## config.mk

```make
export PLATFORM = sky130hd
export DESIGN_NAME = keypad_matrix_scan_debounce
export DESIGN_NICKNAME = d
export VERILOG_FILES = /design/src/rtl/kmsd_pkg.sv /design/src/rtl/kmsd_core.sv /design/src/rtl/kmsd_out_buf.sv /design/src/rtl/keypad_matrix_scan_debounce.sv
export SDC_FILE = /design/constraint.sdc
export NUM_CORES = 1
export LEC_CHECK = 0
export BUFFER_PORTS_ARGS = -buffer_cell sky130_fd_sc_hd__buf_2
export CAP_MARGIN = 20
export CORE_MARGIN = 2
export CORE_UTILIZATION = 30
export CTS_BUF_LIST = sky130_fd_sc_hd__clkbuf_4
export CTS_CLUSTER_SIZE = 20
export DETAILED_ROUTE_END_ITERATION = 8
export SYNTH_ARGS = -nofsm -noshare
export SYNTH_HDL_FRONTEND = slang
export SYNTH_SLANG_ARGS = --single-unit
```

## constraint.sdc

```tcl
create_clock -name clk -period 6.2 [get_ports clk]
set_input_delay 0.93 -clock clk [delete_from_list [all_inputs] [get_ports clk]]
set_output_delay 0.93 -clock clk [all_outputs]
set_load 0.01 [all_outputs]
```

## src/rtl/kmsd_pkg.sv

```systemverilog
// kmsd_pkg: shared types, register indexes and reset constants for the
// keypad matrix scanner with debounce. No dependencies.
package kmsd_pkg;

  localparam int ROWS_DEF    = 4;
  localparam int COLUMNS_DEF = 4;
  localparam int CFG_INDEX_W = 3;
  localparam int CFG_DATA_W  = 16;

  localparam logic [3:0] COUNT_MAX      = 4'hF;
  localparam logic [3:0] DEBOUNCE_RESET = 4'd10;
  localparam logic [15:0] KEYMAP_RESET [4] = '{16'hA321, 16'hB654, 16'hC987, 16'hDF0E};

  typedef enum logic [CFG_INDEX_W-1:0] {
    REG_DEBOUNCE_COUNT = 3'd0,
    REG_KEYMAP_ROW0    = 3'd1,
    REG_KEYMAP_ROW1    = 3'd2,
    REG_KEYMAP_ROW2    = 3'd3,
    REG_KEYMAP_ROW3    = 3'd4
  } reg_index_t;

  typedef struct packed {
    logic [1:0]  drive_column;
    logic        key_event;
    logic [3:0]  key_code;
    logic [15:0] held_mask;
  } result_t;

  function automatic logic [3:0] nibble(input logic [15:0] word, input logic [1:0] sel);
    return word[{sel, 2'b00} +: 4];
  endfunction

endpackage

```

## src/rtl/kmsd_core.sv

```systemverilog
// kmsd_core: configuration registers, per-key levels and stability counters,
// and the single-pass update for one scan beat. Depends on kmsd_pkg.
module kmsd_core #(
  parameter int ROWS    = kmsd_pkg::ROWS_DEF,
  parameter int COLUMNS = kmsd_pkg::COLUMNS_DEF
) (
  input  logic                             clk,
  input  logic                             rst,
  input  logic                             cfg_we,
  input  logic [kmsd_pkg::CFG_INDEX_W-1:0] cfg_index,
  input  logic [kmsd_pkg::CFG_DATA_W-1:0]  cfg_data,
  input  logic                             accept,
  input  logic [3:0]                       row_levels,
  output kmsd_pkg::result_t                result
);

  localparam int COL_W = (COLUMNS > 1) ? $clog2(COLUMNS) : 1;
  localparam int NKEYS = ROWS * COLUMNS;

  logic [3:0]         debounce_count;
  logic [15:0]        keymap [4];
  logic [COL_W-1:0]   scan_column;
  logic [COLUMNS-1:0] levels [ROWS];
  logic [3:0]         counts [ROWS][COLUMNS];

  logic [COLUMNS-1:0] levels_next [ROWS];
  logic [COLUMNS-1:0] col_onehot;
  logic [COL_W-1:0]   col_next;
  logic [3:0]         col_w;
  logic               col_in_map;
  logic [1:0]         kmap_sel;
  logic [ROWS-1:0]    row_bit;
  logic [ROWS-1:0]    stored;
  logic [ROWS-1:0]    match;
  logic [ROWS-1:0]    qual;
  logic [3:0]         cnt_sel [ROWS];
  logic [3:0]         cnt_inc [ROWS];
  logic [3:0]         code_row [ROWS];
  logic [NKEYS-1:0]   flat_next;
  logic               ev;
  logic [3:0]         code;

  assign col_w      = 4'(scan_column);
  assign col_in_map = (col_w < 4'd4);
  assign col_onehot = COLUMNS'(1) << scan_column;
  assign col_next   = (scan_column == COL_W'(COLUMNS - 1)) ? '0 : scan_column + COL_W'(1);
  assign kmap_sel   = 2'(cfg_index - kmsd_pkg::REG_KEYMAP_ROW0);

  for (genvar r = 0; r < ROWS; r++) begin : g_row
    if (r < 4) begin : g_mapped
      assign row_bit[r]  = row_levels[r];
      assign code_row[r] = col_in_map ? kmsd_pkg::nibble(keymap[r], col_w[1:0]) : 4'd0;
    end else begin : g_unmapped
      assign row_bit[r]  = 1'b0;
      assign code_row[r] = 4'd0;
    end
    assign cnt_sel[r] = counts[r][scan_column];
    assign cnt_inc[r] = cnt_sel[r] + 4'd1;
    assign stored[r]  = levels[r][scan_column];
    assign match[r]   = (row_bit[r] == stored[r]);
    assign qual[r]    = match[r] && (cnt_sel[r] != kmsd_pkg::COUNT_MAX) &&
                        (cnt_inc[r] == debounce_count) && !row_bit[r];
    assign levels_next[r] = match[r] ? levels[r] : (levels[r] ^ col_onehot);
    assign flat_next[r*COLUMNS +: COLUMNS] = levels_next[r];
  end

  // highest qualifying row wins
  always_comb begin
    ev   = 1'b0;
    code = 4'd0;
    for (int r = 0; r < ROWS; r++) begin
      if (qual[r]) begin
        ev   = 1'b1;
        code = code_row[r];
      end
    end
  end

  always_comb begin
    result.drive_column = 2'(col_next);
    result.key_event    = ev;
    result.key_code     = code;
    result.held_mask    = 16'(flat_next);
  end

  always_ff @(posedge clk) begin
    if (rst) begin
      debounce_count <= kmsd_pkg::DEBOUNCE_RESET;
      for (int i = 0; i < 4; i++) keymap[i] <= kmsd_pkg::KEYMAP_RESET[i];
      scan_column <= '0;
      for (int r = 0; r < ROWS; r++) begin
        levels[r] <= '0;
        for (int c = 0; c < COLUMNS; c++) counts[r][c] <= '0;
      end
    end else begin
      if (cfg_we) begin
        unique case (cfg_index) inside
          kmsd_pkg::REG_DEBOUNCE_COUNT: debounce_count <= cfg_data[3:0];
          kmsd_pkg::REG_KEYMAP_ROW0, kmsd_pkg::REG_KEYMAP_ROW1,
          kmsd_pkg::REG_KEYMAP_ROW2, kmsd_pkg::REG_KEYMAP_ROW3: keymap[kmap_sel] <= cfg_data;
          default: ;
        endcase
      end
      if (accept) begin
        scan_column <= col_next;
        for (int r = 0; r < ROWS; r++) begin
          levels[r] <= levels_next[r];
          if (!match[r]) begin
            counts[r][scan_column] <= 4'd0;
          end else if (cnt_sel[r] != kmsd_pkg::COUNT_MAX) begin
            counts[r][scan_column] <= cnt_inc[r];
          end
        end
      end
    end
  end

endmodule

```

## src/rtl/kmsd_out_buf.sv

```systemverilog
// kmsd_out_buf: two-entry result queue between the scan update and the
// output channel. Depends on kmsd_pkg for the result struct.
module kmsd_out_buf (
  input  logic              clk,
  input  logic              rst,
  input  logic              push,
  input  kmsd_pkg::result_t push_data,
  output logic              not_full,
  output logic              out_valid,
  input  logic              out_ready,
  output kmsd_pkg::result_t pop_data
);

  kmsd_pkg::result_t slots [2];
  logic       wr_ptr;
  logic       rd_ptr;
  logic [1:0] count;
  logic [1:0] count_next;
  logic       pop;

  assign not_full  = (count != 2'd2);
  assign out_valid = (count != 2'd0);
  assign pop       = out_valid && out_ready;
  assign pop_data  = slots[rd_ptr];

  always_comb begin
    case ({push, pop})
      2'b10:   count_next = count + 2'd1;
      2'b01:   count_next = count - 2'd1;
      default: count_next = count;
    endcase
  end

  always_ff @(posedge clk) begin
    if (rst) begin
      wr_ptr <= 1'b0;
      rd_ptr <= 1'b0;
      count  <= 2'd0;
    end else begin
      if (push) wr_ptr <= ~wr_ptr;
      if (pop) rd_ptr <= ~rd_ptr;
      count <= count_next;
    end
  end

  always_ff @(posedge clk) begin
    if (push) slots[wr_ptr] <= push_data;
  end

endmodule

```

## src/rtl/keypad_matrix_scan_debounce.sv

```systemverilog
// keypad_matrix_scan_debounce: top level of the keypad scanner with debounce.
// Depends on kmsd_pkg, kmsd_core and kmsd_out_buf.
//
//   channel | handshake            | payload
//   in      | in_valid / in_ready  | row_levels
//   out     | out_valid / out_ready| drive_column, key_event, key_code, held_mask
//   cfg     | cfg_valid / cfg_ready| cfg_index, cfg_data
//
// One scan beat per cycle while in_ready is high; its result is registered into
// the result queue on accept. Throughput is set by the two-entry result queue:
// in_ready drops only when both entries wait on the output side.
// Synchronous reset restores the keymap and debounce count, clears all key
// levels and counters, and empties the queue. cfg_ready is always high.
module keypad_matrix_scan_debounce #(
  parameter int ROWS    = kmsd_pkg::ROWS_DEF,
  parameter int COLUMNS = kmsd_pkg::COLUMNS_DEF
) (
  input  logic                             clk,
  input  logic                             rst,
  input  logic                             in_valid,
  output logic                             in_ready,
  input  logic [3:0]                       row_levels,
  output logic                             out_valid,
  input  logic                             out_ready,
  output logic [1:0]                       drive_column,
  output logic                             key_event,
  output logic [3:0]                       key_code,
  output logic [15:0]                      held_mask,
  input  logic                             cfg_valid,
  output logic                             cfg_ready,
  input  logic [kmsd_pkg::CFG_INDEX_W-1:0] cfg_index,
  input  logic [kmsd_pkg::CFG_DATA_W-1:0]  cfg_data
);

  kmsd_pkg::result_t core_result;
  kmsd_pkg::result_t out_result;
  logic              accept;
  logic              not_full;

  assign cfg_ready = 1'b1;
  assign in_ready  = not_full;
  assign accept    = in_valid && not_full;

  kmsd_core #(
    .ROWS    (ROWS),
    .COLUMNS (COLUMNS)
  ) u_core (
    .clk        (clk),
    .rst        (rst),
    .cfg_we     (cfg_valid),
    .cfg_index  (cfg_index),
    .cfg_data   (cfg_data),
    .accept     (accept),
    .row_levels (row_levels),
    .result     (core_result)
  );

  kmsd_out_buf u_out_buf (
    .clk       (clk),
    .rst       (rst),
    .push      (accept),
    .push_data (core_result),
    .not_full  (not_full),
    .out_valid (out_valid),
    .out_ready (out_ready),
    .pop_data  (out_result)
  );

  assign drive_column = out_result.drive_column;
  assign key_event    = out_result.key_event;
  assign key_code     = out_result.key_code;
  assign held_mask    = out_result.held_mask;

endmodule

```

Yosys cells after proc, flatten, opt, wreduce, memory -nomap -nowiden
Memory sizes are Yosys's and may differ from the RTL's. A register that Yosys moved wholly into a read port is not among the register bits.
Index checks and enable logic that the tools add are counted.
- register bits after elaboration: 10
- RAM bits: 190
- input port bits: 28
- output and inout bits: 26
- word-level logic and storage cells: 433
- memories kept: 4
- memories (memory ; depth ; width ; rd ports ; clocked after memory_dff ; wr ports ; RTL line ; source):
    u_core.counts ; 4 ; 16 ; 4 ; 0 ; 4 ; kmsd_core.sv:24 ; logic [3:0] counts [ROWS][COLUMNS];
    u_core.keymap ; 4 ; 16 ; 4 ; 0 ; 4 ; kmsd_core.sv:21 ; logic [15:0] keymap [4];
    u_out_buf.slots ; 2 ; 23 ; 1 ; 1 ; 1 ; kmsd_out_buf.sv:14 ; kmsd_pkg::result_t slots [2];
    u_core.levels ; 4 ; 4 ; 4 ; 0 ; 4 ; kmsd_core.sv:23 ; logic [COLUMNS-1:0] levels [ROWS];
- add/sub/neg operators: 8
- order comparisons: 4
- equal/unequal tests: 20
- shift operators: 5
- muxes and demuxes: 223
- bitwise operators: 139
- reductions and logical operators: 25
- operators by type and width (cell ; count):
    2-to-1 mux 1 bit ; 177
    2-to-1 mux 16 bit ; 9
    OR 1 bit ; 132
    2-to-1 mux 4 bit ; 25
    variable part select 16 x 5 -> 4 bit ; 4
    binary-select mux 4 bit (select 2 bit) ; 4
    adder 4 x 1 -> 4 bit (second input constant) ; 4
    == test 4 bit ; 4
    inequality test 4 bit (second input constant) ; 4
    OR reduction 16 bit ; 1
    bitwise XOR 4 bit ; 4
    logical AND 1 bit ; 15
    binary-select mux 1 bit (select 2 bit) ; 4
    demux 4 bit (select 2 bit) ; 1
    == test 3 x 2 -> 1 bit (second input constant) ; 2
    less-than comparator 2 x 3 -> 1 bit (second input constant) ; 2
    adder 2 x 1 -> 2 bit (second input constant) ; 2
    == test 1 bit ; 4
    == test 2 bit (second input constant) ; 2
    logical NOT 1 bit ; 4
    2-to-1 mux 2 bit ; 2
    one-hot mux 2 bit (2 select lines) ; 1
    nonzero test 2 bit ; 2
    OR reduction 4 bit ; 1
    other kinds (12) ; 14

Logic depth before layout (Yosys ltp)
- depth in word-level cells: 12
- mapped depth: 11
- mapped depth without buffers: 8

Modules after synthesis
A second synthesis with hierarchy kept.
- cells, all modules: 698
- area, all modules: 9587.9 µm²
- by module, submodules not included (module ; instances ; cells each ; area an instance (µm²) ; sequential area each (µm²)):
    kmsd_core ; 1 ; 601 ; 7706.1 ; 4284.1
    kmsd_out_buf ; 1 ; 94 ; 1864.3 ; 1481.4
    keypad_matrix_scan_debounce ; 1 ; 3 ; 17.5 ; 0.0

Worst setup path before layout
OpenSTA, ideal clock, no wires.
- path type: in2reg
- start: in cfg_index[0] (netlist bit)
- end: mem u_core.keymap[0][0] (enable)
- library setup time: 0.411 ns
- data arrival time: 3.149 ns
- required time: 5.789 ns
- setup slack: 2.639 ns
- stages: 8
- buffers on the path: 1
- cells stage by stage: clkinv_1 -> ha_1 -> nand2b_1 -> nand3_1 -> nor2_1 -> nand2_1 -> clkbuf_1 -> o21ai_0
- RTL lines (element ; RTL line ; source):
    from (decl) ; keypad_matrix_scan_debounce.sv:31 ; input logic [kmsd_pkg::CFG_INDEX_W-1:0] cfg_index,
    to (decl) ; kmsd_core.sv:21 ;

==> results.md <==
- Yosys warns: 0
- Hold Crit Class: register to register
- CTS root buf: clkbuf_4
- Drc violations: 0
- Max transition margin: 0.3962
- Pwr Density: roughly 360 nW/um2
- Drt total wl: around 21000 um
- Final Cycle Share: 0.5675
- Num CTS Buffers: between 50 and 60
- Max Clk Rate: 284.2 MHz
- Register area share after synthesis: 0.6053
- # IOs: 54
- CORE AREA: 31390 um2
- Post-synthesis cell area: approximately 9500 um2
- CP startpoint: u_core.scan_column[0]
- Skew final: just over 0.07 ns
- Post-DR wirelength/cell: 17.51 um
- Placer Congestion: 0.7959
- Mapped Cells: 685
- Worst-Skew Late Latency: 0.67 ns
- Die ar.: 33190 um2
- Chip Height: around 180 um
- Initial Util: 0.3034
- Nets: just over 800
- Synth unique cells: 50
- Post-synth top area share: 0.5485
- Max-cap check violation count: 0
- Yosys reg bits: ~200
- Top_reg_cell synth: edfxtp_1
- Syn Nets: slightly above 700
- Outcome: complete, no violations
- Synthesized area per cell: 13.91 um2
- Final Hold Fails: 0
- Hold wc startpoint: u_core.counts[0][4]
- Final worst setup slack: between 2 and 3 ns
- GRT Resource Usage Total: 0.1267
- Synth async-reset ratio: 0
- Die Width: 182.2 um
- Hold Path Depth: 1
- Pre-CTS setup slack: around 2.4 ns
- Most frequent cell after synthesis: edfxtp_1
- Peak supply drop: 0.1623 mV
- Port bufs: 52
- Htree depth: 2
- Hold Buf Count CTS: 0
- Critical path endpoint category: register
- Clock Tree Buf Depth: 3
- Number of fill cells in the layout: 3108
- CP Launch Type: register
- First-pass GRT wire length: between 30000 and 40000 um
- Area post-placement: just over 10000 um2
- Row count: 65
- Final Max Slew Viols: 0
- Lkg Pwr: 4.008 nW
- RSZ-0062 raised after global routing: false
- Worst Max-Slew Pin Slew: ~0.91 ns
- CTS sink count: roughly 200
- WS Path Type: register to register
- Routed Antenna Nets: 0
- Post-DP HPWL: 14510 um
- Final setup viols: 0
- Synthesis-to-finish area growth: 14.99%
- Commonest cells in the netlist: edfxtp_1 (174), nand2_1 (61), nor2_1 (56)
- Vias in the first global route: 5763
- Layout cells sized above 1: 0.2827
- Worst r2r src: u_core.scan_column[0]
- CTS tree: yes
- Final instance area: 10950 um2
- Vias: 5806
- Final core utilization: 0.3489
- Grt total ovfl: 0
- # resized after CTS: 0
- Ranking of synthesized cells by area: edfxtp_1 (55%), mux4_2 (8.7%), dfxtp_1 (5.7%)
- Reg2Reg Depth: 7
- Crit path DAT: 3.88 ns
- Post-synth EDFFs: 174
- Post-route minimum period: 3.518 ns
- Post-CTS setup buffer count: 0
- Setup TNS: 0 ns
- Worst-path maximum fanout: 27
- TritonRoute pass-1 iters: 5
- Synth area leader: edfxtp_1
- DR iter-0 viols: 376
- Initial antenna violation count: 2
- Largest net degree at the start of global routing: 28
- Vias per cell: 4.783
- Clk slew on worst S/H paths: 0.07 ns
- CP Data Required Time: between 6 and 7 ns
==> power breakdown <==
part           total (W)  leakage [nW]  internal [W]  switching [W]
registers        0.00177          1.96       0.00168      0.0000864
clock network    0.00118         0.418      0.000651       0.000531
logic           0.000951          1.63      0.000411       0.000540
total            0.00390          4.01       0.00274        0.00116
==> cell usage in the layout, fill, tap and decap left out, types with 8 or more instances in the layout <==
master,count
a21oi_1,10
clkbuf_4,84
ha_1,13
xor2_1,15
nor3_1,11
nand3_1,12
or3_1,25
inv_1,10
nand2b_1,11
mux4_2,37
and2_1,50
mux2i_1,11
and3_1,10
buf_2,52
clkinv_1,8
nor2_1,54
nand2_1,61
mux2_2,23
dfxtp_1,25
a22o_1,16
edfxtp_1,174
buf_4,12
xnor2_1,26
==> path summary, 6_finish.rpt <==
path	to	slack (ns)
max	u_out_buf.slots[0][20]	2.68
min	u_core.counts[0][4]	0.47
max reg2reg	u_out_buf.slots[0][20]	2.68
min reg2reg	u_core.counts[0][4]	0.47
==> worst max-delay path: stages (launching register included) <==
cell and delay (ns):
dfxtp_2 0.92, mux4_2 0.70, ha_1 0.29, xnor2_1 0.39, nand2b_1 0.26, a211o_1 0.17
nand2_2 0.09, or3b_1 0.38
==> registers in the layout, indices dropped and copies added, names as in the netlist, named ones only <==
name and cells:
u_out_buf.rd_ptr 1, u_core.debounce_count 4, u_out_buf.count 2, u_core.scan_column 2, u_out_buf.slots 46, u_core.counts 64, u_core.keymap 64, u_out_buf.wr_ptr 1
u_core.levels 16
==> per-layer routing <==
layer  routed length [um]  GRT usage  up-vias
met5                    0          0        -
li1                     -          -     2737
met2                10140     0.2070      174
met4                  372    0.04226        0
met1                 9546     0.1664     2862
met3                 1205    0.02954       33
==> layout make-up <==
| class | count | area [um2] | area share |
|---|---|---|---|
| diodes | 2 | 5.005 | 0.0004569 |
| clock buffers | 84 | 630.6 | 0.05757 |
| clock inverters | 9 | 66.31 | 0.006054 |
| inverters | 12 | 45.04 | 0.004112 |
| multi-input cells | 439 | 3557 | 0.3248 |
| flip-flops and latches | 201 | 5768 | 0.5266 |
| well taps | 402 | 503.0 | 0.04592 |
| repair buffers | 65 | 377.9 | 0.03450 |
==> cells by family after synthesis <==
family,after synthesis,synth area share
AO/OA/AOI/OAI,46,0.03468
other,1,0.0003937
AND/OR/NAND/NOR,261,0.1404
XOR/XNOR,47,0.05294
multiplexers,71,0.1262
adder cells (fa/ha/maj),13,0.01708
flip-flops,201,0.6053
buffers and inverters,45,0.02299
==> stage by stage <==
| stage | hold WS, ns | instances | total power [W] |
|---|---|---|---|
| after floorplan | 0.4371 | 685 | 0.002452 |
| final | 0.4742 | 1214 | 0.003899 |
| after global placement | 0.4515 | 1117 | 0.002722 |
| after global routing | 0.4929 | 1214 | 0.004118 |
| after detailed placement | 0.4548 | 1117 | 0.002741 |
| after CTS | 0.4727 | 1210 | 0.003943 |
Note: power is estimated with default switching activity, not from simulation.
